**config.mk**
```make
export PLATFORM = sky130hd
export DESIGN_NAME = mclm_accum
export DESIGN_NICKNAME = d
export VERILOG_FILES = /design/src/hw/rtl/mclm_pkg.sv /design/src/hw/rtl/mclm_accum.sv
export SDC_FILE = /design/constraint.sdc
export NUM_CORES = 1
export LEC_CHECK = 0
export ABC_CLOCK_PERIOD_IN_PS = 8300
export BUFFER_PORTS_ARGS = -buffer_cell sky130_fd_sc_hd__buf_4
export CORE_MARGIN = 4
export CORE_UTILIZATION = 45
export CTS_BUF_LIST = sky130_fd_sc_hd__clkbuf_8
export DETAILED_ROUTE_END_ITERATION = 10
export PLACE_DENSITY = 0.69
export SYNTH_ARGS = -nofsm -noshare
export SYNTH_HDL_FRONTEND = slang
export SYNTH_SLANG_ARGS = --single-unit
```
**constraint.sdc**
```tcl
create_clock -name clk -period 8.3 [get_ports clk]
set_clock_uncertainty 0.15 [all_clocks]
set_input_delay 1.245 -clock clk [delete_from_list [all_inputs] [get_ports clk]]
set_output_delay 1.245 -clock clk [all_outputs]
set_load 0.03 [all_outputs]
```
**src/hw/rtl/mclm_pkg.sv**
```systemverilog
// Shared constants, codes, stage payload types and helpers for the color merge.
// No dependencies; every other RTL file but the macros header imports it.
package mclm_pkg;

  localparam int CHANNELS      = 4;
  localparam int TABLE_ENTRIES = 256;
  localparam int SAMPLE_LANES  = 4;
  localparam int LANES         = (CHANNELS < SAMPLE_LANES) ? CHANNELS : SAMPLE_LANES;

  localparam int SAMPLE_W  = 8;
  localparam int SAMPLES_W = SAMPLE_LANES * SAMPLE_W;
  localparam int WEIGHT_W  = 17;
  localparam int IDX_W     = $clog2(TABLE_ENTRIES);
  localparam int CHAN_W    = 2;
  localparam int COLOR_W   = 8;
  localparam int SUM_W     = WEIGHT_W + $clog2(LANES);
  localparam int AVG_W     = SAMPLE_W + $clog2(LANES);
  localparam int CNT_W     = $clog2(LANES + 1);
  localparam int NUSED_W   = 3;

  localparam int SCALE_SHIFT  = 16;
  localparam int RECIP3       = 683;   // 2^11 / 3, exact for dividends below 2048
  localparam int RECIP3_SHIFT = 11;
  localparam int LUMA_W       = 16;
  localparam int LUMA_R       = 77;
  localparam int LUMA_G       = 151;
  localparam int LUMA_B       = 28;

  localparam int APB_DATA_W = 32;
  localparam int APB_ADDR_W = 4;

  localparam logic [NUSED_W-1:0]  RST_CHANNELS    = 3'd4;
  localparam logic                RST_BUILD_ALPHA = 1'b0;
  localparam logic [1:0]          RST_ALPHA_MODE  = 2'd0;
  localparam logic [SAMPLE_W-1:0] RST_THRESHOLD   = 8'd10;

  typedef enum logic {
    CMD_MERGE = 1'b0,
    CMD_LOAD  = 1'b1
  } cmd_t;

  typedef enum logic [1:0] {
    ALPHA_MEAN = 2'd0,
    ALPHA_MAX  = 2'd1,
    ALPHA_LUMA = 2'd2
  } alpha_mode_t;

  typedef enum logic [1:0] {
    REG_CHANNELS    = 2'd0,
    REG_BUILD_ALPHA = 2'd1,
    REG_ALPHA_MODE  = 2'd2,
    REG_THRESHOLD   = 2'd3
  } reg_idx_t;

  typedef logic [WEIGHT_W-1:0] weight_t;

  // bit layout matches the table word: red low, blue high
  typedef struct packed {
    weight_t blue;
    weight_t green;
    weight_t red;
  } entry_t;

  typedef struct packed {
    logic [NUSED_W-1:0]  channels;
    logic                build_alpha;
    logic [1:0]          alpha_mode;
    logic [SAMPLE_W-1:0] threshold;
  } cfg_t;

  typedef struct packed {
    logic [SUM_W-1:0]    sum_r;
    logic [SUM_W-1:0]    sum_g;
    logic [SUM_W-1:0]    sum_b;
    logic [SAMPLE_W-1:0] max_s;
    logic [AVG_W-1:0]    avg_sum;
    logic [CNT_W-1:0]    avg_cnt;
  } s2_t;

  typedef struct packed {
    logic [COLOR_W-1:0]  r;
    logic [COLOR_W-1:0]  g;
    logic [COLOR_W-1:0]  b;
    logic [SAMPLE_W-1:0] max_s;
    logic [SAMPLE_W-1:0] mean;
  } s3_t;

  // channel count saturated to the lanes that exist
  function automatic logic [NUSED_W-1:0] lanes_used(input logic [NUSED_W-1:0] ch);
    if (int'(ch) > LANES) begin
      return NUSED_W'(LANES);
    end
    return ch;
  endfunction

endpackage

```
**src/hw/rtl/mclm_accum.sv**
```systemverilog
// Stage 2: per-color sums of the looked-up weights, max sample, above-threshold stats.
// Depends on mclm_pkg.
module mclm_accum import mclm_pkg::*; (
  input  logic                 clk,
  input  logic                 en,
  input  cfg_t                 cfg,
  input  entry_t [LANES-1:0]   entries,
  input  logic [SAMPLES_W-1:0] samples,
  output s2_t                  s2_r
);

  s2_t                s2_nxt;
  logic [NUSED_W-1:0] n_used;

  assign n_used = lanes_used(cfg.channels);

  always_comb begin
    logic [SAMPLE_W-1:0] s;
    s2_nxt = '0;
    for (int c = 0; c < LANES; c++) begin
      s = samples[c*SAMPLE_W +: SAMPLE_W];
      if (c < int'(n_used)) begin
        s2_nxt.sum_r = s2_nxt.sum_r + SUM_W'(entries[c].red);
        s2_nxt.sum_g = s2_nxt.sum_g + SUM_W'(entries[c].green);
        s2_nxt.sum_b = s2_nxt.sum_b + SUM_W'(entries[c].blue);
        if (s > s2_nxt.max_s) begin
          s2_nxt.max_s = s;
        end
        if (s > cfg.threshold) begin
          s2_nxt.avg_sum = s2_nxt.avg_sum + AVG_W'(s);
          s2_nxt.avg_cnt = s2_nxt.avg_cnt + CNT_W'(1);
        end
      end
    end
  end

  always_ff @(posedge clk) begin
    if (en) begin
      s2_r <= s2_nxt;
    end
  end

endmodule

```
# Word-level counts from Yosys, hierarchy flattened
# Cells that the tools add are included.
# word_totals
output_inout_bits	78
inputBits	252
reg_bits	78
word_cells	49
# classes
n_mux	15
n_lt_le_gt_ge	13
addsub	15
# op_table
operator	n
two-way mux 78 bit	3
adder 19 x 17 -> 19 bit	9
two-way mux 76 bit	1
greater-than comparator 8 bit	7
two-way mux 13 bit	3
two-way mux 8 bit	4
adder 10 x 8 -> 10 bit	3
two-way mux 11 bit	1
adder 3 x 1 -> 3 bit, second input constant	3
greater-than comparator 8 x 1 -> 1 bit, second input constant	1
less-than comparator 1 x 3 -> 1 bit, first input constant	2
less-than comparator 2 x 3 -> 1 bit, first input constant	2
two-way mux 3 bit	2
greater-than comparator 3 bit, second input constant	1
two-way mux 1 bit	1

# Longest topological paths before layout
# depth
word_depth	14
ltp_mapped	34
depth_no_buf	32

# Worst setup path after synthesis
# OpenSTA, ideal clock, no wires.
# synth_timing
kind	input to register
startpoint	input port cfg[11] in the netlist's numbering
endpoint	register s2_r[39] in the netlist's numbering, data pin
t_required_ps	7879
path_slack_ps	1153
cell_stages	29
setup_time_ps	271
path_buffers	1
t_arrival_ps	6726
path_cell_list	or3_1 clkbuf_1 and2_1 ha_1 inv_1 fa_1 nor2b_1 o31a_1 o21a_1 nor2_1 xnor2_1 mux2_2 ha_1 or4_1 o221ai_1 o21ai_1 o41ai_2 o21bai_1 or2_2 a31o_2 ha_1 and3_1 a21oi_1 o21ai_0 o41ai_1 nor2b_1 mux2i_1 xnor2_1 o22ai_1
# synth_lines
item	line	source
start: declaration	mclm_accum.sv:6	input cfg_t cfg,
end signal: assignment	mclm_accum.sv:39	s2_r <= s2_nxt;
end: declaration	mclm_accum.sv:9	output s2_t s2_r

==> results.sh <==
export IMPL_synth_nets=2216
export IMPL_largest_reg_flops=78
export IMPL_ios=330
export IMPL_cts_resized_gates=0
export IMPL_layout_drive_gt1_share_pct=22.3
export IMPL_vias_per_cell=5.67
export IMPL_post_cts_buffers=0
export IMPL_grt_max_degree=75
export IMPL_avgSynthCellArea_um2=8.16
export IMPL_synth_area_top_cells="ha_1, edfxtp_1, mux2_2"
export IMPL_htreeDepth=3
export IMPL_netlist_instances=1716
export IMPL_port_buffers=326
export IMPL_clk_pin_slew_ps=100
export IMPL_start_util_pct=45.7
export IMPL_place_congestion=0.934
export IMPL_dieArea_um2=34000
export IMPL_tritoncts="yes"
export IMPL_critPathLaunchType="input pin"
export IMPL_internal_power_uw=1910
export IMPL_wire_per_inst_um=18.2
export IMPL_slew_headroom_pct=34.5
export IMPL_tightest_slew_ps=978
export IMPL_worstPathRequired_ps=8290
export IMPL_hold_buffers=0
export IMPL_synth_edf_count=78
export IMPL_period_share_pct=91.6
export IMPL_largestRegisters="s2_r (78)"
export IMPL_seqPwrFrac_pct=18.0
export IMPL_endpoint_kind="flop"
export IMPL_synth_top_area_share_pct=21.1
export IMPL_comb_power_share_pct=71.6
export IMPL_finalSetupViolations=0
export IMPL_ys_ff_latch=78
export IMPL_path_class="input pin to flop"
export IMPL_core_area_um2=30700
export IMPL_pwr_share_clk_pct=10.4
export IMPL_timing_final_ws_setup_ps=698
export IMPL_overflow=0
export IMPL_worstPathMaxFanout=37
export IMPL_async_flop_share_pct=0
export IMPL_leakage_uw=0.00799
export IMPL_period_minus_slack_ps=7600
export IMPL_yosys_area_top_type="ha_1"
export IMPL_grt_pass1_wl_mm=68.3
export IMPL_hold_viol=0
export IMPL_crit_arrival_ps=7600
export IMPL_row_count=64
export IMPL_power_density_nw_per_um2=206
export IMPL_status="finished, final reports clean"
export IMPL_peakVddDrop_mv=0.118
export IMPL_p_sw_share_pct=46.0
export IMPL_power_switching_uw=1630
export IMPL_seq_area_frac_synth_pct=16.7
export IMPL_routed_wl_mm=44.3
export IMPL_dpl_hpwl_mm=36.7
export IMPL_most_common_layout_cells="buf_4, ha_1, nor2_1"
export IMPL_setup_tns_ps=0
export IMPL_drtAntennaViolNets=0
export IMPL_rsz0062_at_grt="no"
export IMPL_clock_root_buffer="clkbuf_8"
export IMPL_antenna_found_initial=4
export IMPL_layout_nets=2523
export IMPL_cts_buffers=9
export IMPL_synth_cell_types=69
export IMPL_max_stage_delay_ps=500
export IMPL_synth_ff_type="edfxtp_1"
export IMPL_ys_warn_count=0
export IMPL_cpMostUsedCell="o21ai_0"
export IMPL_die_h_um=184
export IMPL_drc_errors=0
export IMPL_layout_commonest_cell="buf_4"
export IMPL_drv_slew=0
export IMPL_hold_worst_slack_ps=1030
export IMPL_netlist_area_um2=14000
export IMPL_die_w_um=184
export IMPL_regMostFlops="s2_r"
export IMPL_endpoint="s2_r[77]"
export IMPL_max_clock_freq_mhz=132
export IMPL_slowest_stage="or3_2"
export IMPL_drt_pass1_iterations=5
export IMPL_grt_pass1_vias=13479
export IMPL_ctsLongestPathBuffers=2
export IMPL_clock_sinks=78
export IMPL_crit_start="cfg[12]"
export IMPL_drtIter0Drc=775
export IMPL_drv_cap=0
export IMPL_min_path_type="input pin to flop"
export IMPL_pre_cts_ws_ps=307
export IMPL_area_delta_synth_final_pct=22.4
export IMPL_vias=13749
export IMPL_track_usage_pct=25.2
## how the worst min path moves through the flow
| stage | start | end | slack (ps) | cells after the start |
|---|---|---|---|---|
| detailed placement | samples[31] | s2_r[20] | 1430 | 3 |
| finish | samples[28] | s2_r[17] | 1030 | 3 |
| floorplan | en | s2_r[0] | 1210 | 0 |
| global route | samples[26] | s2_r[15] | 1000 | 3 |
| CTS | samples[31] | s2_r[20] | 980 | 3 |
| global placement | samples[30] | s2_r[19] | 1430 | 3 |
## critical path: cells and delay by family
family / cells / cell delay [ps]
AOI/OAI and AO/OA: 15 / 3190
and+or+nand+nor: 5 / 1160
adders and majority gates: 4 / 1110
buffers and inverters: 4 / 570
xor gates and xnor gates: 3 / 320
## layer usage
metal	global-route usage (%)	wire length (µm)	up-vias
met5	0	59	-
met4	8.04	1140	8
met3	6.71	3630	73
met2	42.9	20700	424
met1	31.2	18700	6287
li1	-	-	6957
## synth_stat cells (all sizes together) (10+ instances only)
master / count
and3: 11
ha: 236
edfxtp: 78
xnor2: 81
mux2i: 15
nand2: 141
and2: 63
a21oi: 135
o211a: 10
nand4: 17
o21ai: 139
nor3: 34
a31oi: 15
nor2b: 28
o21bai: 17
nand2b: 20
clkbuf: 42
inv: 78
o21a: 50
nor2: 144
nand3: 32
a21o: 52
a211oi: 28
fa: 12
xor2: 50
mux2: 69
## layout make-up
| class | count | area [µm²] |
|---|---|---|
| flip-flops and latches | 78 | 2340 |
| clock inverters | 7 | 105 |
| repair buffers | 341 | 2560 |
| diodes | 1 | 2.50 |
| multi-input cells | 1515 | 11200 |
| well taps | 396 | 495 |
| fillers | 2837 | 13500 |
| clock buffers | 9 | 124 |
| inverters | 78 | 293 |
## power by group through the flow
stage	clock (µW)	sequential (µW)	combinational, µW
after floorplan	0	875	1630
after global placement	0	645	2450
after detailed placement	0	646	2510
after CTS	381	638	2530
after global routing	393	646	2820
final	367	637	2540
## kinds of logic (layout without fill, tap and decap cells)
kind of cell	after synthesis	in the layout	share of synthesized area, %
mux	84	84	6.64
xor+xnor	131	131	8.19
simple gates	526	526	18.1
compound gates	526	526	24.3
other cells	0	1	0
flops	78	78	16.7
buf+inv	123	435	3.30
fa+ha+maj	248	248	22.8
## stage by stage
| step | instances | cell area [µm²] | util (%) | total power (µW) |
|---|---|---|---|---|
| after global routing | 2424 | 17100 | 55.9 | 3860 |
| final | 2425 | 17200 | 55.9 | 3540 |
| after global placement | 2408 | 16900 | 55.2 | 3100 |
| after detailed placement | 2408 | 16900 | 55.2 | 3160 |
| after CTS | 2424 | 17100 | 55.9 | 3550 |
| after floorplan | 1716 | 14000 | - | 2510 |
Note: power is estimated with default switching activity, not from simulation.
