### config.mk
export PLATFORM = sky130hd
export DESIGN_NAME = mclm_scale
export DESIGN_NICKNAME = d
export VERILOG_FILES = /design/src/hw/rtl/mclm_pkg.sv /design/src/hw/rtl/mclm_scale.sv
export SDC_FILE = /design/constraint.sdc
export NUM_CORES = 1
export LEC_CHECK = 0
export BUFFER_PORTS_ARGS = -buffer_cell sky130_fd_sc_hd__buf_2
export CAP_MARGIN = 40
export CORE_MARGIN = 2
export CORE_UTILIZATION = 46
export DETAILED_ROUTE_END_ITERATION = 10
export PLACE_DENSITY = 0.75
export SYNTH_ARGS = -nofsm -noshare
export SYNTH_HDL_FRONTEND = slang
export SYNTH_SLANG_ARGS = --single-unit
### constraint.sdc
create_clock -name clk -period 6.9 [get_ports clk]
set_input_delay 1.035 -clock clk [delete_from_list [all_inputs] [get_ports clk]]
set_output_delay 1.035 -clock clk [all_outputs]
set_load 0.05 [all_outputs]
### src/hw/rtl/mclm_pkg.sv
// Shared constants, codes, stage payload types and helpers for the color merge.
// No dependencies; every other RTL file but the macros header imports it.
package mclm_pkg;

  localparam int CHANNELS      = 4;
  localparam int TABLE_ENTRIES = 256;
  localparam int SAMPLE_LANES  = 4;
  localparam int LANES         = (CHANNELS < SAMPLE_LANES) ? CHANNELS : SAMPLE_LANES;

  localparam int SAMPLE_W  = 8;
  localparam int SAMPLES_W = SAMPLE_LANES * SAMPLE_W;
  localparam int WEIGHT_W  = 17;
  localparam int IDX_W     = $clog2(TABLE_ENTRIES);
  localparam int CHAN_W    = 2;
  localparam int COLOR_W   = 8;
  localparam int SUM_W     = WEIGHT_W + $clog2(LANES);
  localparam int AVG_W     = SAMPLE_W + $clog2(LANES);
  localparam int CNT_W     = $clog2(LANES + 1);
  localparam int NUSED_W   = 3;

  localparam int SCALE_SHIFT  = 16;
  localparam int RECIP3       = 683;   // 2^11 / 3, exact for dividends below 2048
  localparam int RECIP3_SHIFT = 11;
  localparam int LUMA_W       = 16;
  localparam int LUMA_R       = 77;
  localparam int LUMA_G       = 151;
  localparam int LUMA_B       = 28;

  localparam int APB_DATA_W = 32;
  localparam int APB_ADDR_W = 4;

  localparam logic [NUSED_W-1:0]  RST_CHANNELS    = 3'd4;
  localparam logic                RST_BUILD_ALPHA = 1'b0;
  localparam logic [1:0]          RST_ALPHA_MODE  = 2'd0;
  localparam logic [SAMPLE_W-1:0] RST_THRESHOLD   = 8'd10;

  typedef enum logic {
    CMD_MERGE = 1'b0,
    CMD_LOAD  = 1'b1
  } cmd_t;

  typedef enum logic [1:0] {
    ALPHA_MEAN = 2'd0,
    ALPHA_MAX  = 2'd1,
    ALPHA_LUMA = 2'd2
  } alpha_mode_t;

  typedef enum logic [1:0] {
    REG_CHANNELS    = 2'd0,
    REG_BUILD_ALPHA = 2'd1,
    REG_ALPHA_MODE  = 2'd2,
    REG_THRESHOLD   = 2'd3
  } reg_idx_t;

  typedef logic [WEIGHT_W-1:0] weight_t;

  // bit layout matches the table word: red low, blue high
  typedef struct packed {
    weight_t blue;
    weight_t green;
    weight_t red;
  } entry_t;

  typedef struct packed {
    logic [NUSED_W-1:0]  channels;
    logic                build_alpha;
    logic [1:0]          alpha_mode;
    logic [SAMPLE_W-1:0] threshold;
  } cfg_t;

  typedef struct packed {
    logic [SUM_W-1:0]    sum_r;
    logic [SUM_W-1:0]    sum_g;
    logic [SUM_W-1:0]    sum_b;
    logic [SAMPLE_W-1:0] max_s;
    logic [AVG_W-1:0]    avg_sum;
    logic [CNT_W-1:0]    avg_cnt;
  } s2_t;

  typedef struct packed {
    logic [COLOR_W-1:0]  r;
    logic [COLOR_W-1:0]  g;
    logic [COLOR_W-1:0]  b;
    logic [SAMPLE_W-1:0] max_s;
    logic [SAMPLE_W-1:0] mean;
  } s3_t;

  // channel count saturated to the lanes that exist
  function automatic logic [NUSED_W-1:0] lanes_used(input logic [NUSED_W-1:0] ch);
    if (int'(ch) > LANES) begin
      return NUSED_W'(LANES);
    end
    return ch;
  endfunction

endpackage

### src/hw/rtl/mclm_scale.sv
// Stage 3: scale sums by 255/65536 with clamp, and the mean of qualifying samples.
// Depends on mclm_pkg.
module mclm_scale import mclm_pkg::*; (
  input  logic clk,
  input  logic en,
  input  s2_t  s2,
  output s3_t  s3_r
);

  localparam int PROD_W = SUM_W + COLOR_W;
  localparam int Q3_W   = AVG_W + 10;

  s3_t             s3_nxt;
  logic [Q3_W-1:0] q3;

  // x*255 as (x<<8)-x, then >>16 and saturate to 8 bits
  function automatic logic [COLOR_W-1:0] scale_clamp(input logic [SUM_W-1:0] sum);
    logic [PROD_W-1:0] p;
    p = {sum, {COLOR_W{1'b0}}} - PROD_W'(sum);
    if (p[PROD_W-1:SCALE_SHIFT+COLOR_W] != '0) begin
      return {COLOR_W{1'b1}};
    end
    return p[SCALE_SHIFT+COLOR_W-1:SCALE_SHIFT];
  endfunction

  assign q3 = Q3_W'(s2.avg_sum) * Q3_W'(RECIP3);

  always_comb begin
    s3_nxt.r     = scale_clamp(s2.sum_r);
    s3_nxt.g     = scale_clamp(s2.sum_g);
    s3_nxt.b     = scale_clamp(s2.sum_b);
    s3_nxt.max_s = s2.max_s;
    // count is at most four, so each divisor gets its own path
    priority if (int'(s2.avg_cnt) == 1) begin
      s3_nxt.mean = SAMPLE_W'(s2.avg_sum);
    end else if (int'(s2.avg_cnt) == 2) begin
      s3_nxt.mean = SAMPLE_W'(s2.avg_sum >> 1);
    end else if (int'(s2.avg_cnt) == 3) begin
      s3_nxt.mean = SAMPLE_W'(q3 >> RECIP3_SHIFT);
    end else if (int'(s2.avg_cnt) == 4) begin
      s3_nxt.mean = SAMPLE_W'(s2.avg_sum >> 2);
    end else begin
      s3_nxt.mean = '0;
    end
  end

  always_ff @(posedge clk) begin
    if (en) begin
      s3_r <= s3_nxt;
    end
  end

endmodule

# Word level (Yosys, flattened, before mapping)
# Cells that the tools add are included.
totals:
  register_bits: 40
  input_bits: 80
  output_inout_bits: 40
  word_cells: 29
op_classes:
  addsub: 3
  mul: 1
  n_eq_ne: 4
  mux: 13
  n_reduce_logical: 3
op_table:
  columns: ["operator", "count"]
  rows:
  - ["$sub 27x19->27", 3]
  - ["$mux 8", 10]
  - ["$mul 10x10->19 const B", 1]
  - ["$eq 3x3->1 const B", 3]
  - ["$reduce_bool 3->1", 3]
  - ["$eq 3x2->1 const B", 1]
  - ["$mux 1", 3]

# Longest topological paths before layout
# Gate-level depths: netlist (run 1).
logic_depth:
  depth_word: 5
  depth_mapped: 17
  mapped_depth_nobuf: 17

# Least setup slack after synthesis (run 1)
# Ideal clock, no wire load.
synth_path:
  path_kind: "in2reg"
  start: "input s2[8] in the netlist's numbering"
  end: "register s3_r[5] in the netlist's numbering (data pin)"
  setup_time_ps: 269
  arrival_time_ps: 4828
  required_time_ps: 6631
  path_slack_ps: 1803
  stages: 17
  path_buffers: 0
  cell_sequence: "ha_1 > ha_1 > inv_1 > fa_1 > inv_1 > fa_1 > inv_1 > fa_1 > inv_1 > ha_1 > a21oi_1 > nor2_1 > a211oi_1 > a21oi_1 > o31ai_1 > mux2i_1 > a311oi_1"
synth_rtl:
  columns: ["element", "line_no", "text"]
  rows:
  - ["from (decl)", "mclm_scale.sv:6", "input s2_t s2,"]
  - ["to (signal assigned)", "mclm_scale.sv:49", "s3_r <= s3_nxt;"]
  - ["to (decl)", "mclm_scale.sv:7", "output s3_t s3_r"]

==> results.toml, run 1 <==
[global_route]
grt_max_degree = 41
grt_usage_pct = 21.0
grt_antenna_before_repair = 0
grt_pass1_vias = 4399
grt_pass1_wl_mm = 19.8
grt_overflow = 0

[worst_setup_path]
arrival_ns = 5.29
worst-setup-path-type = "in -> reg"
cp.required_ns = 6.93
path_cells = "buf_2, ha_1, ha_1, inv_1, fa_1, inv_1, fa_1, inv_1, fa_1, inv_1, ha_1, a21oi_1, nor2_1, a211oi_1, a21oi_1, o31ai_1, mux2i_1, a311oi_1"
crit_path_frequent_cell = "inv_1"
start_kind = "input port"
crit_buf_inv = 5
cp_slowest_cell = "fa_1"
cp.depth = 18
startpoint = "s2[10]"
crit_end = "s3_r[5]$_DFFE_PP_"
worst-path-max-fanout = 7
critPathCaptureType = "register"
path_delay_family = "adder cells"
cpPeakStageDelay_ns = 0.53

[synth]
syn_area_per_cell_sq_um = 9.01
synth_edf_count = 40
ys_types = 59
synthCells = 554
synth_fp_nets = 746
ys_seq_area_share_pct = 24.1
syn_area_sq_um = 4990
yosysWarnings = 0
synthFlopType = "edfxtp_1"
synth.ff_latch_count = 40
synthArstFlopShare_pct = 0

[finish]
largestRegisters = "s3_r x40"
final_nets = 866
design_area_sq_um = 5820
syn_to_final_growth_pct = 16.6
top_register = "s3_r"
final_cell_mix = "119 x buf_2, 91 x ha_1, 86 x inv_1, 53 x nand2_1, 40 x edfxtp_1"
fillers = 956
antennaDiodeCount = 0
utilization_pct = 54.4
final_common_cell = "buf_2"
drive_above_1_share_pct = 19.9
largest_reg_flops = 40

[placement]
place_congestion = 0.911
place_area_sq_um = 5740
portBuffers = 119
dp_hpwl_mm = 10.4
pre_cts_slack_ns = 1.34

[timing]
max_freq_mhz = 190
finalSetupTns_ns = 0
rsz0062_at_grt = "false"
tightest_slew_ns = 0.881
finalCritPeriodShare_pct = 76.2
slew_headroom_pct = 41.3
layout_setup_ws_ns = 1.64
maxSlewViolCount = 0
hold_viol_final = 0
setup_viol = 0
fin_crit_ns = 5.26

[clock_tree]
clock_path_buffers = 2
clk_pin_slew_worst_paths_ns = 0.08
cts-buffers-inserted = 5
cts_hold_buf = 0
ctsResizeCount = 0
cts.sinks = 40
cts-root-buf = "clkbuf_8"
post_cts_buffers = 0
cts-htree-levels = 2
cts_tree = "built"

[floorplanning]
io_pins = 120
die_y_microns = 108
core_sq_um = 10700
die-width_microns = 108
dieArea_sq_um = 11700
initial_core_util_pct = 46.6
row_count = 38

[drt]
drt_iter0_drc = 194
antenna_left = 0
vias = 4491
drc = 0
via_per_inst = 5.51
drtPass1Iterations = 5
routed_wl_mm = 11.9
drt-wirelength-per-cell_microns = 14.6

[power]
pwr-share-comb_pct = 60.5
internal-power_mw = 0.636
swShare_pct = 43.7
clkPwrFrac_pct = 12.9
irDropWorstVdd_mv = 0.122
p_per_area_nw_per_um2 = 194
p_leak_nw = 2.83
p_sw_mw = 0.494
seqPwrFrac_pct = 26.6

[status]
outcome = "complete, no violations"

[min_path]
hold_start = "s2[14]"
hold_class = "in -> reg"

[run]
maxCapViolations = 0
cell type report:
class | instances | area [sq um] | area share (%)
Inverter | 86 | 323 | 5.55
Clock inverter | 1 | 3.75 | 0.0645
Sequential cell | 40 | 1200 | 20.6
Timing Repair Buffer | 119 | 596 | 10.2
Tap cell | 140 | 175 | 3.01
Multi-Input combinational cell | 422 | 3440 | 59.2
Clock buffer | 7 | 76.3 | 1.31
per-stage QoR:
step	hold slack (ns)	power (mW)	cells
finish	0.915	1.13	815
global route	0.908	1.24	815
CTS	0.907	1.14	815
detailed placement	1.21	0.986	807
global placement	1.21	0.964	807
floorplan	1.13	0.816	554
cells by family after synthesis:
logic type,count (synthesis),share of synthesized area [%]
and+or+nand+nor,156,15.6
DFF,40,24.1
xor gates and xnor gates,24,4.21
AOI/OAI and AO/OA,126,17.1
muxes,4,0.827
buffers and inverters,92,6.92
adders and majority gates,112,31.2
synthesized netlist by cell type (2+ instances only):
cell / instances / area [sq um]
nand3_1: 15 / 75.1
and3_1: 2 / 12.5
a41oi_1: 2 / 17.5
a2111oi_0: 3 / 26.3
nand3b_1: 3 / 22.5
o21ai_0: 21 / 105
o31ai_1: 2 / 15.0
nand4_1: 6 / 37.5
nand2b_1: 3 / 18.8
a22oi_1: 2 / 15.0
a211o_1: 4 / 35.0
o211ai_1: 10 / 75.1
a21o_1: 7 / 52.6
edfxtp_1: 40 / 1200
xnor2_1: 23 / 201
inv_1: 86 / 323
a31oi_1: 3 / 18.8
nand2_1: 53 / 199
nor2b_1: 7 / 43.8
mux2i_1: 3 / 30.0
nor3_1: 16 / 80.1
nor4_1: 2 / 12.5
or3_1: 6 / 37.5
nor2_1: 26 / 97.6
a2111o_1: 2 / 22.5
o2111ai_1: 2 / 17.5
or4_1: 3 / 22.5
a21oi_1: 38 / 190
ha_1: 91 / 1140
fa_1: 21 / 420
or2_2: 3 / 18.8
clkbuf_1: 6 / 22.5
o21a_1: 10 / 75.1
a211oi_1: 8 / 60.1
how the worst min path moves through the flow:
stage / end / depth (start not counted)
floorplan: s3_r[10]$_DFFE_PP_ / 0
global placement: s3_r[13]$_DFFE_PP_ / 1
detailed placement: s3_r[14]$_DFFE_PP_ / 1
CTS: s3_r[9]$_DFFE_PP_ / 1
global route: s3_r[15]$_DFFE_PP_ / 1
finish: s3_r[9]$_DFFE_PP_ / 1
routing by layer:
metal | routed length, microns | GRT usage, %
met1 | 5100 | 26.6
met2 | 5670 | 36.5
met3 | 849 | 4.22
met4 | 296 | 5.40
met5 | 0 | 0
power by group through the flow:
stage / Combinational [mW] / Clock (mW) / Sequential, mW
finish: 0.683 / 0.146 / 0.300
floorplan: 0.431 / 0 / 0.385
global placement: 0.659 / 0 / 0.305
global route: 0.775 / 0.161 / 0.303
detailed placement: 0.680 / 0 / 0.306
CTS: 0.685 / 0.150 / 0.301
Power figures use the tool's default switching activity.
==> run 2: changes to the inputs <==
==> constraint.sdc (replaced) <==
create_clock -name clk -period 5.5 [get_ports clk]
set_input_delay 0.825 -clock clk [delete_from_list [all_inputs] [get_ports clk]]
set_output_delay 0.825 -clock clk [all_outputs]
set_load 0.05 [all_outputs]
==> run 2 against run 1 <==
Critical path depth down 3; highest routed layer unchanged; largest cell class unchanged; final cell count unchanged; worst hold slack worse by 0.21 ns; critical endpoint is now s3_r[7]$_DFFE_PP_.
==> results.toml, run 2 (same netlist as run 1, synthesis figures left out) <==
[status]
outcome = "complete, no violations"

[timing]
tightest_slew_ns = 0.904
finalSetupTns_ns = 0
hold_viol_final = 0
slew_headroom_pct = 39.3
rsz0062_at_grt = "false"
fin_crit_ns = 5.12
hold_ws_ns = 0.703
finalCritPeriodShare_pct = 93.0
setup_viol = 0
maxSlewViolCount = 0
max_freq_mhz = 195

[clock_tree]
cts-buffers-inserted = 5
ctsResizeCount = 0
clk_pin_slew_worst_paths_ns = 0.07
cts_hold_buf = 0
cts_tree = "built"
clock_path_buffers = 2
post_cts_buffers = 0
cts-root-buf = "clkbuf_8"
cts.sinks = 40
cts-htree-levels = 2

[placement]
place_congestion = 0.912
dp_hpwl_mm = 10.6
portBuffers = 119

[finish]
largest_reg_flops = 40
largestRegisters = "s3_r x40"
final_cell_mix = "119 x buf_2, 91 x ha_1, 86 x inv_1, 53 x nand2_1, 40 x edfxtp_1"
syn_to_final_growth_pct = 16.7
top_register = "s3_r"
drive_above_1_share_pct = 20.1
final_nets = 867
antennaDiodeCount = 0
final_common_cell = "buf_2"

[power]
pwr-share-comb_pct = 60.8
swShare_pct = 44.1
p_leak_nw = 2.84
p_per_area_nw_per_um2 = 245
seqPwrFrac_pct = 26.4
p_sw_mw = 0.628
internal-power_mw = 0.798
clkPwrFrac_pct = 12.8
irDropWorstVdd_mv = 0.132

[drt]
drt-wirelength-per-cell_microns = 15.0
routed_wl_mm = 12.2
drtPass1Iterations = 5
antenna_left = 0
vias = 4520
drc = 0
drt_iter0_drc = 184
via_per_inst = 5.55

[worst_setup_path]
arrival_ns = 5.28
worst-setup-path-type = "in -> reg"
critPathCaptureType = "register"
worst-path-max-fanout = 7
cp.required_ns = 5.66
start_kind = "input port"

[run]
maxCapViolations = 0

[global_route]
grt_antenna_before_repair = 0
grt_pass1_vias = 4510
grt_usage_pct = 21.1
grt_max_degree = 41
grt_overflow = 0
grt_pass1_wl_mm = 19.9

[floorplanning]
die-width_microns = 108
row_count = 38
die_y_microns = 108
io_pins = 120
core_sq_um = 10700
dieArea_sq_um = 11700
initial_core_util_pct = 46.6

[min_path]
hold_class = "in -> reg"
[run 2: changes by cell type in the layout (fill, tap and decap cells not counted), sizes merged]
cell,before,now
buf,119,120
clkbuf,7,6
[run 2: stage by stage]
step / area (sq um) / cells / utilization [%] / setup slack [ns] / power [mW]
2_1_floorplan: 4990 / 554 / - / 0.613 / 1.02
3_3_place_gp: 5750 / 808 / 53.7 / 0.244 / 1.21
3_5_place_dp: 5750 / 808 / 53.7 / 0.144 / 1.25
4_1_cts: 5820 / 815 / 54.4 / 0.427 / 1.43
5_1_grt: 5820 / 815 / 54.4 / 0.0972 / 1.55
6_report: 5820 / 815 / 54.4 / 0.384 / 1.43
[run 2: worst paths after layout]
check,startpoint,cells past startpoint,to,slack [ns]
max,s2[9],15,s3_r[7]$_DFFE_PP_,0.38
min,s2[17],1,s3_r[12]$_DFFE_PP_,0.70
[run 2: area by class of cell]
cell class | count | area (sq um)
clock buffer | 6 | 72.6
clock inverter | 1 | 5.00
fill | 993 | 4870
inverter | 86 | 323
multi-input combinational | 422 | 3440
sequential | 40 | 1200
tap | 140 | 175
timing repair buffer | 120 | 603
[run 2: per-layer routing]
layer,wire length [microns],track usage (%),up-vias
met5,0,0,-
met4,243,4.67,0
met3,725,4.10,23
met2,5900,38.1,141
met1,5320,26.2,2117
li1,-,-,2239
[run 2: critical path, cell delays in order]
cell,delay (ns)
buf_2,0.16
ha_1,0.31
ha_1,0.35
fa_1,0.55
inv_1,0.06
fa_1,0.49
fa_1,0.53
inv_1,0.04
ha_1,0.29
nand3_1,0.11
or3_1,0.42
a21oi_1,0.37
o2111ai_1,0.21
a2111oi_0,0.40
nand3b_1,0.16
[run 2: power groups by stage]
stage               Combinational [mW]  Sequential (mW)  Clock, mW
finish                           0.867            0.376      0.183
floorplan                        0.540            0.483          0
global placement                 0.829            0.383          0
CTS                              0.870            0.377      0.186
global route                     0.975            0.379      0.196
detailed placement               0.863            0.383          0
==> run 3: changes to the inputs <==
==> constraint.sdc (replaced) <==
create_clock -name clk -period 6.35 [get_ports clk]
set_input_delay 0.9525 -clock clk [delete_from_list [all_inputs] [get_ports clk]]
set_output_delay 0.9525 -clock clk [all_outputs]
set_load 0.05 [all_outputs]
==> run 3 against run 2 <==
Via count fell by 1.7%; count of clock-buffer cells in the layout grew 1; routed wire length fell by 1.6%; core utilization barely moved; worst hold slack better by 0.13 ns; sequential power down 13%; flip-flop and latch count stayed put.
==> results.toml, run 3 (same netlist as run 1, synthesis figures left out) <==
[status]
outcome = "complete, no violations"

[drt]
vias = 4444
via_per_inst = 5.45
routed_wl_mm = 12.0
antenna_left = 0
drt_iter0_drc = 171
drtPass1Iterations = 4
drc = 0
drt-wirelength-per-cell_microns = 14.7

[clock_tree]
cts-htree-levels = 2
ctsResizeCount = 0
cts-root-buf = "clkbuf_8"
cts_tree = "built"
cts_hold_buf = 0
clock_path_buffers = 2
cts.sinks = 40
clk_pin_slew_worst_paths_ns = 0.08
cts-buffers-inserted = 5
post_cts_buffers = 0

[finish]
final_nets = 866
fillers = 987
largest_reg_flops = 40
final_common_cell = "buf_2"
design_area_sq_um = 5820
final_cell_mix = "119 x buf_2, 91 x ha_1, 86 x inv_1, 53 x nand2_1, 40 x edfxtp_1"
drive_above_1_share_pct = 19.9
top_register = "s3_r"
syn_to_final_growth_pct = 16.6
largestRegisters = "s3_r x40"
antennaDiodeCount = 0

[floorplanning]
row_count = 38
initial_core_util_pct = 46.6
dieArea_sq_um = 11700
core_sq_um = 10700
die-width_microns = 108
io_pins = 120
die_y_microns = 108

[worst_setup_path]
worst-path-max-fanout = 7
cpPeakStageDelay_ns = 0.56
path_delay_family = "adder cells"
worst-setup-path-type = "in -> reg"
start_kind = "input port"
critPathCaptureType = "register"
crit_buf_inv = 3
arrival_ns = 5.40
cp.required_ns = 6.51
cp_slowest_cell = "fa_1"
path_cells = "buf_2, ha_1, ha_1, fa_1, inv_1, fa_1, fa_1, inv_1, ha_1, nand3_1, or3_1, a21oi_1, o2111ai_1, a2111oi_0, nand3b_1"

[power]
p_leak_nw = 2.83
p_per_area_nw_per_um2 = 211
design_power_total_mw = 1.23
irDropWorstVdd_mv = 0.129

[timing]
slew_headroom_pct = 40.9
finalCritPeriodShare_pct = 82.6
rsz0062_at_grt = "false"
setup_viol = 0
max_freq_mhz = 191
fin_crit_ns = 5.24
layout_setup_ws_ns = 1.11
finalSetupTns_ns = 0
tightest_slew_ns = 0.879
hold_ws_ns = 0.831
maxSlewViolCount = 0
hold_viol_final = 0

[global_route]
grt_pass1_wl_mm = 19.7
grt_max_degree = 41
grt_overflow = 0
grt_antenna_before_repair = 0
grt_pass1_vias = 4355
grt_usage_pct = 20.9

[placement]
dp_hpwl_mm = 10.4
place_area_sq_um = 5740
portBuffers = 119
place_congestion = 0.911
pre_cts_slack_ns = 0.897

[min_path]
hold_class = "in -> reg"

[run]
maxCapViolations = 0
## run 3: cell count changes in the layout (fill, tap and decap cells not counted)
cell | before | now
clkbuf_1 | 1 | 2
clkinv_2 | 1 | 0
clkinv_1 | 0 | 1
buf_4 | 1 | 0
## run 3: final timing paths
path / from / end / slack, ns / cells past startpoint
min: s2[14] / s3_r[9]$_DFFE_PP_ / 0.83 / 1
max: s2[9] / s3_r[7]$_DFFE_PP_ / 1.11 / 15
## run 3: layout make-up
cell class	count	area, sq um	share of cell area, %
Sequential cell	40	1200	20.6
Clock buffer	7	76.3	1.31
Timing Repair Buffer	119	596	10.2
Multi-Input combinational cell	422	3440	59.2
Clock inverter	1	3.75	0.0645
Tap cell	140	175	3.01
Inverter	86	323	5.55
## run 3: per-layer routing
| layer | share of wire (%) | vias to the layer above | global-route usage, % |
|---|---|---|---|
| met5 | 0 | - | 0 |
| met4 | 1.6 | 0 | 4.49 |
| met3 | 6.4 | 16 | 4.04 |
| met2 | 49 | 130 | 37.2 |
| met1 | 43 | 2059 | 26.4 |
| li1 | - | 2239 | - |
## run 3: power by group
group / internal (mW) / switching [mW]
sequential: 0.320 / 0.00680
combinational: 0.294 / 0.447
clock: 0.0764 / 0.0819
## run 3: through the flow
step | cells | utilization [%]
finish | 815 | 54.4
global route | 815 | 54.4
CTS | 815 | 54.4
detailed placement | 807 | 53.6
global placement | 807 | 53.6
floorplan | 554 | -
