===== config.mk =====
export PLATFORM = sky130hd
export DESIGN_NAME = mclm_cfg
export DESIGN_NICKNAME = d
export VERILOG_FILES = /design/src/hw/rtl/mclm_pkg.sv /design/src/hw/rtl/mclm_cfg.sv
export SDC_FILE = /design/constraint.sdc
export NUM_CORES = 1
export LEC_CHECK = 0
export BUFFER_PORTS_ARGS = -buffer_cell sky130_fd_sc_hd__buf_2
export CAP_MARGIN = 25
export CORE_MARGIN = 10
export CORE_UTILIZATION = 32
export CTS_CLUSTER_SIZE = 28
export DETAILED_ROUTE_END_ITERATION = 10
export PLACE_DENSITY = 0.79
export SYNTH_ARGS = -nofsm -noshare
export SYNTH_HDL_FRONTEND = slang
export SYNTH_SLANG_ARGS = --single-unit
export TNS_END_PERCENT = 1

===== constraint.sdc =====
create_clock -name clk -period 0.8 [get_ports clk]
set_input_delay 0.04 -clock clk [delete_from_list [all_inputs] [get_ports clk]]
set_output_delay 0.04 -clock clk [all_outputs]
set_load 0.02 [all_outputs]

===== src/hw/rtl/mclm_pkg.sv =====
// Shared constants, codes, stage payload types and helpers for the color merge.
// No dependencies; every other RTL file but the macros header imports it.
package mclm_pkg;

  localparam int CHANNELS      = 4;
  localparam int TABLE_ENTRIES = 256;
  localparam int SAMPLE_LANES  = 4;
  localparam int LANES         = (CHANNELS < SAMPLE_LANES) ? CHANNELS : SAMPLE_LANES;

  localparam int SAMPLE_W  = 8;
  localparam int SAMPLES_W = SAMPLE_LANES * SAMPLE_W;
  localparam int WEIGHT_W  = 17;
  localparam int IDX_W     = $clog2(TABLE_ENTRIES);
  localparam int CHAN_W    = 2;
  localparam int COLOR_W   = 8;
  localparam int SUM_W     = WEIGHT_W + $clog2(LANES);
  localparam int AVG_W     = SAMPLE_W + $clog2(LANES);
  localparam int CNT_W     = $clog2(LANES + 1);
  localparam int NUSED_W   = 3;

  localparam int SCALE_SHIFT  = 16;
  localparam int RECIP3       = 683;   // 2^11 / 3, exact for dividends below 2048
  localparam int RECIP3_SHIFT = 11;
  localparam int LUMA_W       = 16;
  localparam int LUMA_R       = 77;
  localparam int LUMA_G       = 151;
  localparam int LUMA_B       = 28;

  localparam int APB_DATA_W = 32;
  localparam int APB_ADDR_W = 4;

  localparam logic [NUSED_W-1:0]  RST_CHANNELS    = 3'd4;
  localparam logic                RST_BUILD_ALPHA = 1'b0;
  localparam logic [1:0]          RST_ALPHA_MODE  = 2'd0;
  localparam logic [SAMPLE_W-1:0] RST_THRESHOLD   = 8'd10;

  typedef enum logic {
    CMD_MERGE = 1'b0,
    CMD_LOAD  = 1'b1
  } cmd_t;

  typedef enum logic [1:0] {
    ALPHA_MEAN = 2'd0,
    ALPHA_MAX  = 2'd1,
    ALPHA_LUMA = 2'd2
  } alpha_mode_t;

  typedef enum logic [1:0] {
    REG_CHANNELS    = 2'd0,
    REG_BUILD_ALPHA = 2'd1,
    REG_ALPHA_MODE  = 2'd2,
    REG_THRESHOLD   = 2'd3
  } reg_idx_t;

  typedef logic [WEIGHT_W-1:0] weight_t;

  // bit layout matches the table word: red low, blue high
  typedef struct packed {
    weight_t blue;
    weight_t green;
    weight_t red;
  } entry_t;

  typedef struct packed {
    logic [NUSED_W-1:0]  channels;
    logic                build_alpha;
    logic [1:0]          alpha_mode;
    logic [SAMPLE_W-1:0] threshold;
  } cfg_t;

  typedef struct packed {
    logic [SUM_W-1:0]    sum_r;
    logic [SUM_W-1:0]    sum_g;
    logic [SUM_W-1:0]    sum_b;
    logic [SAMPLE_W-1:0] max_s;
    logic [AVG_W-1:0]    avg_sum;
    logic [CNT_W-1:0]    avg_cnt;
  } s2_t;

  typedef struct packed {
    logic [COLOR_W-1:0]  r;
    logic [COLOR_W-1:0]  g;
    logic [COLOR_W-1:0]  b;
    logic [SAMPLE_W-1:0] max_s;
    logic [SAMPLE_W-1:0] mean;
  } s3_t;

  // channel count saturated to the lanes that exist
  function automatic logic [NUSED_W-1:0] lanes_used(input logic [NUSED_W-1:0] ch);
    if (int'(ch) > LANES) begin
      return NUSED_W'(LANES);
    end
    return ch;
  endfunction

endpackage


===== src/hw/rtl/mclm_cfg.sv =====
// APB-style configuration registers of the color merge.
// Depends on mclm_pkg.
module mclm_cfg import mclm_pkg::*; (
  input  logic                  clk,
  input  logic                  rst_n,
  input  logic                  psel,
  input  logic                  penable,
  input  logic                  pwrite,
  input  logic [APB_ADDR_W-1:0] paddr,
  input  logic [APB_DATA_W-1:0] pwdata,
  output logic [APB_DATA_W-1:0] prdata,
  output logic                  pready,
  output cfg_t                  cfg
);

  cfg_t     cfg_r;
  reg_idx_t idx;
  logic     wr;

  assign idx    = reg_idx_t'(paddr[3:2]);
  assign wr     = psel && penable && pwrite;
  assign pready = 1'b1;
  assign cfg    = cfg_r;

  always_ff @(posedge clk) begin
    if (!rst_n) begin
      cfg_r.channels    <= RST_CHANNELS;
      cfg_r.build_alpha <= RST_BUILD_ALPHA;
      cfg_r.alpha_mode  <= RST_ALPHA_MODE;
      cfg_r.threshold   <= RST_THRESHOLD;
    end else if (wr) begin
      unique case (idx)
        REG_CHANNELS:    cfg_r.channels    <= pwdata[NUSED_W-1:0];
        REG_BUILD_ALPHA: cfg_r.build_alpha <= pwdata[0];
        REG_ALPHA_MODE:  cfg_r.alpha_mode  <= pwdata[1:0];
        REG_THRESHOLD:   cfg_r.threshold   <= pwdata[SAMPLE_W-1:0];
      endcase
    end
  end

  always_comb begin
    unique case (idx)
      REG_CHANNELS:    prdata = APB_DATA_W'(cfg_r.channels);
      REG_BUILD_ALPHA: prdata = APB_DATA_W'(cfg_r.build_alpha);
      REG_ALPHA_MODE:  prdata = APB_DATA_W'(cfg_r.alpha_mode);
      REG_THRESHOLD:   prdata = APB_DATA_W'(cfg_r.threshold);
    endcase
  end

endmodule


# Word level (Yosys, flattened, before mapping)
# Cells that the tools add are included.
# op_classes
reduce_logical	7
muxes	1
n_eq_ne	3
# op_table
cell	count
32-bit case mux with 4 select lines	1
2-bit AND reduction	4
2-bit equality test (second input constant)	2
2-bit by 1-bit equality test with 1-bit output (second input constant)	1
1-bit logical AND	2
2-bit zero test	1
# word_totals
word_cells	15
register_bits	14
output_inout_bits	47

# Depth between registers and ports, before layout
# Gate-level depths: netlist of run 1.
# depth
depth_word	3
mapped_depth	4
depth_no_buf	3

# Worst setup path before layout of run 1
# No wires, ideal clock.
# synth_timing
kind	reg-to-output
from	register cfg_r, in the netlist cfg[0]
to	output prdata[0]
path_stages_with_launch	2
t_required_ns	0.760
path_slack_ns	-0.159
t_arrival_ns	0.919
path_cell_list	dfxtp_1 mux4_2
# synth_via
elab_chain_cells	1
# synth_lines
item	line_no	rtl
start: declaration	mclm_cfg.sv:16	cfg_t cfg_r;
32-bit case mux with 4 select lines	mclm_cfg.sv:42	unique case (idx)
end: declaration	mclm_cfg.sv:11	output logic [APB_DATA_W-1:0] prdata,
# No other way between the ends. The select of a mux whose other input is x is not followed.

# Final worst setup path of run 1
# Same ends and word-level chain as after synthesis.

==> out/qor.json, run 1 <==
{
  "global_routing": {
    "grt_max_degree": 21,
    "grt_pass1_vias": 858,
    "overall_track_demand_over_capacity_in_global_routing_pct": 9.89,
    "initial_antenna_violation_count": 0,
    "grt_remaining_overflow": 0,
    "first_pass_grt_wire_length_mm": 4.23
  },
  "logic_synthesis": {
    "syn_avg_cell_area_sq_um": 8.77,
    "synth_warnings": 0,
    "synth-seq-cells": 14,
    "synth_seq_area_share_pct": 31.6,
    "synth_area_sq_um": 886,
    "syn_inst": 101,
    "synth.lib_cells_used.distinct": 23
  },
  "clock_network": {
    "tritoncts.num_buffers": 3,
    "cts_tree": "done",
    "worst_setup_hold_path_clk_slew_ps": 90,
    "clk_latency_ps": 280,
    "numClockSinks": 14,
    "post-cts-setup-buffers": 0,
    "cts-root-buf": "sky130_fd_sc_hd__clkbuf_4",
    "clock_tree.buffer_depth": 2,
    "htreeDepth": 1
  },
  "critical_path": {
    "critPathLaunchType": "flip-flop",
    "timing.setup.critical_path_class": "flip-flop to primary output",
    "regToRegStartpoint": "cfg[1]",
    "reg2regPathDepth": 3,
    "critical_path.reg2reg.endpoint": "cfg[1]",
    "timing.critical_path.arrival_ps": 1250,
    "worstPathMaxFanout": 2,
    "timing.critical_path.to_type": "primary output",
    "setup.reg_to_reg.worst_slack_ps": 60,
    "required_ps": 760
  },
  "timing": {
    "finalMaxSlewViolations": 0,
    "final.min_clock_period_ps": 1290,
    "timing.final.hold_violations": 0,
    "setup_viol": 16,
    "rsz0062_at_grt": "yes",
    "worst_hold_slack_ps": 16.1,
    "worst_slack_ps": -485,
    "layout_worst_path_cycle_share_pct": 161,
    "skew_ps": 0,
    "achievable-frequency_ghz": 0.778
  },
  "hold_path": {
    "holdCritStartpoint": "pwdata[2]",
    "worst_hold_path.endpoint": "cfg[2]",
    "hold-path-cell-count": 3,
    "min_path_type": "input port to flip-flop"
  },
  "die": {
    "floorplan.die_area_sq_mm": 0.00527,
    "design.core.area_sq_mm": 0.00271,
    "die_h_um": 72.6,
    "initial_util_pct": 32.7,
    "die_w_um": 72.6,
    "fp-row-count": 19,
    "num_io_pins": 88
  },
  "run_status": {
    "outcome": "complete, but fails checks",
    "violations_in_the_final_reports": "negative setup slack"
  },
  "placement": {
    "dp_hpwl_mm": 2.07,
    "preCtsSetupSlack_ps": -188,
    "port_buffers": 36,
    "replace_congestion": 0.736
  },
  "pwr": {
    "p_per_area_mw_per_mm2": 1180,
    "static-leakage-power_nw": 0.658,
    "design_power_total_mw": 1.62,
    "peakVddDrop_v": 0.000674
  },
  "layout": {
    "largest_register_ff_count": 14,
    "post_route_cells_drive_above_1_share_pct": 51.0,
    "flow.area_growth_from_synthesis_pct": 55.8,
    "num_antenna_cells": 0,
    "final_net_count": 197
  },
  "detailed_routing": {
    "avgViaCountPerCell": 4.26,
    "detailedRoute.firstPassIterationCount": 4,
    "initialDrtViolationCount": 32,
    "avgRoutedWirePerCell_um": 13.7,
    "routed_wl_mm": 2.56,
    "drtAntennaViolNets": 0,
    "vias": 793,
    "drcViolationCount": 0
  },
  "flow_run": {
    "maxCapViolations": 0
  }
}
==> worst max-delay path by stage <==
stage | start | end | cells past startpoint
after floorplan | cfg[0] | prdata[0] | 1
after global placement | paddr[2] | prdata[1] | 4
after detailed placement | paddr[2] | cfg[8] | 5
after CTS | cfg[0] | prdata[0] | 2
after global routing | cfg[0] | prdata[0] | 2
final | cfg[0] | prdata[0] | 2
==> cells in the final DEF, fill, tap and decap left out, drive strengths merged <==
cell	instances
clkbuf	4
or4b	1
mux2i	11
a22o	1
o211ai	1
nand3	2
mux4	1
conb	25
dfxtp	14
inv	3
dlygate4sd3	4
and3	5
o311ai	2
nand2	21
nor3b	2
nor2	2
nor3	1
o21ai	2
buf	52
mux2	1
==> report_power, final <==
part / leakage, nW / internal [mW] / switching [mW]
clock network: 0.0210 / 0.277 / 0.242
registers: 0.118 / 0.705 / 0.00824
logic: 0.519 / 0.151 / 0.241
total: 0.658 / 1.13 / 0.491
==> critical path, stage by stage, from the launching register on <==
cell	delay, ps
sky130_fd_sc_hd__dfxtp_2	330
sky130_fd_sc_hd__mux4_2	480
sky130_fd_sc_hd__buf_6	150
==> synth_stat cells <==
library cell,instances,area (sq um)
sky130_fd_sc_hd__nor2_1,1,3.75
sky130_fd_sc_hd__and3_1,5,31.3
sky130_fd_sc_hd__clkbuf_1,2,7.51
sky130_fd_sc_hd__inv_1,3,11.3
sky130_fd_sc_hd__mux2i_1,11,110
sky130_fd_sc_hd__buf_6,1,11.3
sky130_fd_sc_hd__nor3_2,1,10.0
sky130_fd_sc_hd__nor2_4,1,11.3
sky130_fd_sc_hd__conb_1,2,7.51
sky130_fd_sc_hd__nand3_4,1,17.5
sky130_fd_sc_hd__buf_2,1,5.00
sky130_fd_sc_hd__o21ai_0,2,10.0
sky130_fd_sc_hd__or4b_1,1,10.0
sky130_fd_sc_hd__buf_4,25,188
sky130_fd_sc_hd__nand3_1,1,5.00
sky130_fd_sc_hd__mux2_2,1,11.3
sky130_fd_sc_hd__mux4_2,1,22.5
sky130_fd_sc_hd__nand2_1,21,78.8
sky130_fd_sc_hd__nor3b_1,2,15.0
sky130_fd_sc_hd__o311ai_0,2,17.5
sky130_fd_sc_hd__a22o_1,1,8.76
sky130_fd_sc_hd__o211ai_2,1,12.5
sky130_fd_sc_hd__dfxtp_1,14,280
==> timing repair <==
item	4_1_cts	5_1_grt
pin swaps	1	0
endpoints found under the hold margin	4	0
hold buffers	4	0
setup endpoints to repair	22	23
resized for setup	55	5
==> metal layers <==
layer  track usage, %  part of all wire [%]
met2             17.3                    53
met4             2.53                  0.90
met5                0                     0
met3             5.58                    11
met1             9.82                    35
==> through the flow <==
stage	TNS, ps	cells	instance area [sq um]	util (%)
6_report	-2420	186	1380	50.9
5_1_grt	-3320	186	1380	50.9
4_1_cts	-2550	186	1360	50.3
3_5_place_dp	-2480	178	1130	41.6
3_3_place_gp	-2060	178	1130	41.6
2_1_floorplan	-212	124	988	-
==> cells by family after synthesis <==
group,count (synthesis),synth area share [%]
AO/OA/AOI/OAI,6,5.51
other,2,0.848
AND/OR/NAND/NOR,34,20.6
multiplexers,13,16.2
flip-flops,14,31.6
buffers and inverters,32,25.1
==> cell type report <==
type | instances | area (sq um)
clock buffer | 4 | 36.3
fill | 263 | 1330
inverter | 3 | 11.3
multi-input combinational | 78 | 488
sequential | 14 | 300
tap | 31 | 38.8
timing repair buffer | 56 | 505
Note: power is estimated with default switching activity, not from simulation.
==> inputs of run 2 (changes only) <==
==> constraint.sdc (replaced) <==
create_clock -name clk -period 0.8 [get_ports clk]
set_input_delay 0.08 -clock clk [delete_from_list [all_inputs] [get_ports clk]]
set_output_delay 0.08 -clock clk [all_outputs]
set_load 0.02 [all_outputs]
==> out/qor.json, run 2 (synthesis gave the netlist of run 1 again) <==
{
  "run_status": {
    "outcome": "complete, but fails checks",
    "violations_in_the_final_reports": "negative setup slack"
  },
  "critical_path": {
    "cp.buffers_inverters": 1,
    "timing.critical_path.arrival_ps": 1230,
    "critPathLaunch": "cfg[0]",
    "critPathLaunchType": "flip-flop",
    "timing.critical_path.to_type": "primary output",
    "worstSetupEndpoint": "prdata[0]",
    "timing.critical_path.cells": "mux4_2 > buf_6",
    "crit_path_top_delay_cell": "sky130_fd_sc_hd__mux4_2",
    "critical-path-top-delay-family": "multiplexers",
    "timing.setup.critical_path_class": "flip-flop to primary output",
    "reg2regPathDepth": 3,
    "worstPathMaxFanout": 2,
    "critical-path-max-stage-delay_ps": 480,
    "regToRegStartpoint": "cfg[1]",
    "cp_num_cells": 2,
    "critical_path.reg2reg.endpoint": "cfg[1]",
    "required_ps": 720,
    "setup.reg_to_reg.worst_slack_ps": 70
  },
  "die": {
    "initial_util_pct": 32.7,
    "fp-row-count": 19,
    "die_w_um": 72.6,
    "num_io_pins": 88,
    "design.core.area_sq_mm": 0.00271,
    "die_h_um": 72.6,
    "floorplan.die_area_sq_mm": 0.00527
  },
  "timing": {
    "setup_viol": 22,
    "achievable-frequency_ghz": 0.766,
    "worst_slack_ps": -506,
    "worst_hold_slack_ps": 40.6,
    "finalMaxSlewViolations": 0,
    "rsz0062_at_grt": "yes",
    "layout_worst_path_cycle_share_pct": 163,
    "skew_ps": 0,
    "final.min_clock_period_ps": 1310,
    "timing.final.hold_violations": 0
  },
  "placement": {
    "port_buffers": 36,
    "dp_hpwl_mm": 1.98,
    "replace_congestion": 0.698
  },
  "global_routing": {
    "overall_track_demand_over_capacity_in_global_routing_pct": 8.98,
    "grt_pass1_vias": 799,
    "first_pass_grt_wire_length_mm": 3.86,
    "initial_antenna_violation_count": 0,
    "grt_remaining_overflow": 0,
    "grt_max_degree": 21
  },
  "clock_network": {
    "clk_latency_ps": 270,
    "cts_tree": "done",
    "tritoncts.num_buffers": 3,
    "clock_tree.buffer_depth": 2,
    "post-cts-setup-buffers": 0,
    "numClockSinks": 14,
    "cts-root-buf": "sky130_fd_sc_hd__clkbuf_4",
    "htreeDepth": 1,
    "postCtsHoldBufs": 0,
    "worst_setup_hold_path_clk_slew_ps": 80
  },
  "layout": {
    "layout_commonest_cell": "sky130_fd_sc_hd__conb_1",
    "num_antenna_cells": 0,
    "final_cell_mix": "sky130_fd_sc_hd__conb_1 (25), sky130_fd_sc_hd__buf_6 (24), sky130_fd_sc_hd__nand2_1 (20)",
    "largest_register_ff_count": 14,
    "post_route_cells_drive_above_1_share_pct": 53.0,
    "fillers": 271,
    "flow.area_growth_from_synthesis_pct": 50.0,
    "multi_input_area_sq_um": 490,
    "finalCoreUtilization_pct": 49.0,
    "regArea_sq_um": 300,
    "final_net_count": 194
  },
  "flow_run": {
    "maxCapViolations": 0
  },
  "pwr": {
    "p_per_area_mw_per_mm2": 1120,
    "static-leakage-power_nw": 0.641,
    "seq_power_share_pct": 48.1,
    "peakVddDrop_v": 0.000641,
    "clock_power_share_pct": 26.1,
    "combinationalPowerShare_pct": 25.8,
    "switching_share_pct": 31.3,
    "p_switching_mw": 0.464,
    "p_int_mw": 1.02
  },
  "hold_path": {
    "min_path_type": "input port to flip-flop"
  },
  "detailed_routing": {
    "vias": 763,
    "routed_wl_mm": 2.49,
    "drtAntennaViolNets": 0,
    "detailedRoute.firstPassIterationCount": 4,
    "drcViolationCount": 0,
    "avgRoutedWirePerCell_um": 13.7,
    "initialDrtViolationCount": 22,
    "avgViaCountPerCell": 4.19
  }
}
## run 2: worst reg2reg max path, stage by stage (launching register included)
cell and delay, ps:
sky130_fd_sc_hd__dfxtp_2 330, sky130_fd_sc_hd__buf_6 110, sky130_fd_sc_hd__o21ai_0 60, sky130_fd_sc_hd__o311ai_1 120
## run 2: layout make-up
cell class,instances,area share [%]
clock buffer,3,1.69
inverter,3,0.847
multi-input combinational,78,36.9
sequential,14,22.6
tap,31,2.92
timing repair buffer,53,35.0
## run 2: stage by stage
stage,cells,setup slack [ps],instance area [sq um],power (mW),TNS [ps]
after detailed placement,179,-227,1140,1.07,-3210
after global routing,182,-546,1330,1.56,-3640
after global placement,179,-219,1140,1.07,-2970
after CTS,182,-510,1310,1.50,-3210
final,182,-506,1330,1.48,-2900
after floorplan,124,-163,988,1.04,-350
## run 2: how the worst min path moves through the flow
stage | start | endpoint | slack [ps] | cells after the start
3_3_place_gp | pwdata[4] | cfg[4] | 330 | 3
3_5_place_dp | pwdata[6] | cfg[6] | 340 | 3
5_1_grt | pwdata[6] | cfg[6] | 50 | 3
6_report | pwdata[6] | cfg[6] | 40 | 3
2_1_floorplan | pwdata[4] | cfg[4] | 220 | 2
4_1_cts | pwdata[6] | cfg[6] | 40 | 3
## run 2: timing repair
action,in CTS,in global routing
setup endpoints to repair,22,24
pin swaps,0,1
resized for setup,53,6
## run 2: per-layer routing
layer | GRT usage [%] | wire length [um] | vias up | part of all wire, %
met5 | 0 | 0 | - | 0
met4 | 1.90 | 0 | 0 | 0
met3 | 3.67 | 250 | 0 | 10
met2 | 15.6 | 1290 | 31 | 52
met1 | 9.97 | 949 | 346 | 38
li1 | - | - | 386 | -
## run 2: power groups by stage
stage	Combinational, mW	Sequential (mW)	Clock, mW
6_report	0.382	0.713	0.387
5_1_grt	0.414	0.715	0.426
4_1_cts	0.372	0.716	0.409
3_5_place_dp	0.343	0.730	0
3_3_place_gp	0.340	0.729	0
2_1_floorplan	0.300	0.743	0
==> inputs of run 3 (changes only) <==
==> constraint.sdc (replaced) <==
create_clock -name clk -period 0.8 [get_ports clk]
set_input_delay 0.12 -clock clk [delete_from_list [all_inputs] [get_ports clk]]
set_output_delay 0.12 -clock clk [all_outputs]
set_load 0.02 [all_outputs]
==> out/qor.json, run 3 (synthesis gave the netlist of run 1 again) <==
{
  "run_status": {
    "outcome": "complete, but fails checks",
    "violations_in_the_final_reports": "negative setup slack"
  },
  "critical_path": {
    "required_ps": 680,
    "critPathLaunchType": "flip-flop",
    "timing.setup.critical_path_class": "flip-flop to primary output",
    "timing.critical_path.to_type": "primary output",
    "timing.critical_path.arrival_ps": 1240,
    "worstPathMaxFanout": 2
  },
  "pwr": {
    "switching_share_pct": 31.6,
    "static-leakage-power_nw": 0.640,
    "p_int_mw": 1.03,
    "p_switching_mw": 0.473,
    "seq_power_share_pct": 47.8,
    "combinationalPowerShare_pct": 25.6,
    "peakVddDrop_v": 0.000631,
    "p_per_area_mw_per_mm2": 1120,
    "design_power_total_mw": 1.50,
    "clock_power_share_pct": 26.6
  },
  "die": {
    "design.core.area_sq_mm": 0.00271,
    "die_h_um": 72.6,
    "num_io_pins": 88,
    "fp-row-count": 19,
    "floorplan.die_area_sq_mm": 0.00527,
    "die_w_um": 72.6,
    "initial_util_pct": 32.7
  },
  "clock_network": {
    "htreeDepth": 1,
    "post-cts-setup-buffers": 0,
    "worst_setup_hold_path_clk_slew_ps": 80,
    "cts-root-buf": "sky130_fd_sc_hd__clkbuf_4",
    "clock_tree.buffer_depth": 2,
    "numClockSinks": 14,
    "clk_latency_ps": 270,
    "cts_tree": "done",
    "tritoncts.num_buffers": 3
  },
  "layout": {
    "fillers": 270,
    "flow.area_growth_from_synthesis_pct": 51.6,
    "post_route_cells_drive_above_1_share_pct": 52.3,
    "layout_commonest_cell": "sky130_fd_sc_hd__buf_6",
    "finalCoreUtilization_pct": 49.5,
    "final_cells": 180,
    "largest_register_ff_count": 14,
    "final_cell_mix": "sky130_fd_sc_hd__buf_6 (28), sky130_fd_sc_hd__conb_1 (25), sky130_fd_sc_hd__nand2_1 (21)",
    "final_net_count": 192,
    "num_antenna_cells": 0
  },
  "global_routing": {
    "grt_pass1_vias": 825,
    "overall_track_demand_over_capacity_in_global_routing_pct": 9.51,
    "grt_max_degree": 21,
    "initial_antenna_violation_count": 0,
    "grt_remaining_overflow": 0,
    "first_pass_grt_wire_length_mm": 4.04
  },
  "timing": {
    "setup_viol": 22,
    "finalMaxSlewViolations": 0,
    "rsz0062_at_grt": "yes",
    "achievable-frequency_ghz": 0.735,
    "layout_worst_path_cycle_share_pct": 170,
    "final.min_clock_period_ps": 1360,
    "skew_ps": 0,
    "timing.final.hold_violations": 0,
    "worst_slack_ps": -561
  },
  "placement": {
    "placed_cells": 177,
    "port_buffers": 36,
    "preCtsSetupSlack_ps": -312,
    "replace_congestion": 0.729,
    "dp_hpwl_mm": 2.01
  },
  "detailed_routing": {
    "detailedRoute.firstPassIterationCount": 4,
    "vias": 775,
    "drcViolationCount": 0,
    "drtAntennaViolNets": 0,
    "avgRoutedWirePerCell_um": 14.1,
    "initialDrtViolationCount": 30,
    "avgViaCountPerCell": 4.31,
    "routed_wl_mm": 2.53
  },
  "flow_run": {
    "maxCapViolations": 0
  },
  "hold_path": {
    "min_path_type": "input port to flip-flop"
  }
}
==> run 3: cell type report <==
| cell class | instances | area [sq um] | area share (%) |
|---|---|---|---|
| multi-input cells | 78 | 492 | 36.6 |
| repair buffers | 51 | 480 | 35.8 |
| flip-flops and latches | 14 | 298 | 22.2 |
| well taps | 31 | 38.8 | 2.89 |
| clock buffers | 3 | 22.5 | 1.68 |
| inverters | 3 | 11.3 | 0.839 |
==> run 3: path summary, 6_finish.rpt <==
| check | startpoint | endpoint | slack [ps] | cells after the start |
|---|---|---|---|---|
| setup / recovery | cfg[0] | prdata[0] | -560 | 2 |
| hold / removal | pwdata[6] | cfg[6] | 80 | 3 |
| setup reg to reg | cfg[1] | cfg[1] | 40 | 3 |
| hold reg to reg | cfg[4] | cfg[4] | 480 | 2 |
==> run 3: metal layers <==
metal | vias up | track usage, % | routed length (um) | part of all wire [%]
met5 | - | 0 | 0 | 0
met4 | 0 | 3.16 | 8 | 0.32
met3 | 2 | 3.67 | 246 | 9.7
met2 | 31 | 16.1 | 1310 | 52
met1 | 358 | 10.6 | 963 | 38
li1 | 384 | - | - | -
==> run 3: power by group through the flow <==
stage / combinational [mW] / sequential (mW) / clock, mW
5_1_grt: 0.414 / 0.718 / 0.444
4_1_cts: 0.374 / 0.716 / 0.408
3_3_place_gp: 0.339 / 0.729 / 0
3_5_place_dp: 0.342 / 0.730 / 0
2_1_floorplan: 0.300 / 0.743 / 0
6_report: 0.384 / 0.717 / 0.398
==> run 3: critical path, cell delays in order (launching register included) <==
cell and delay, ps:
sky130_fd_sc_hd__dfxtp_2 330, sky130_fd_sc_hd__mux4_2 480, sky130_fd_sc_hd__buf_6 150
==> run 3: what timing repair did <==
item	4_1_cts	5_1_grt
endpoints found under the setup margin	23	29
pin swaps	1	2
hold buffers	0	0
gates resized for setup	57	7
cloned	0	0
==> run 3: stage by stage <==
stage,hold WS (ps),instance area [sq um],TNS (ps)
floorplan,262,988,-767
global placement,370,1130,-3580
detailed placement,377,1130,-4130
CTS,70.5,1320,-4080
global route,69.0,1340,-4780
finish,75.8,1340,-3900
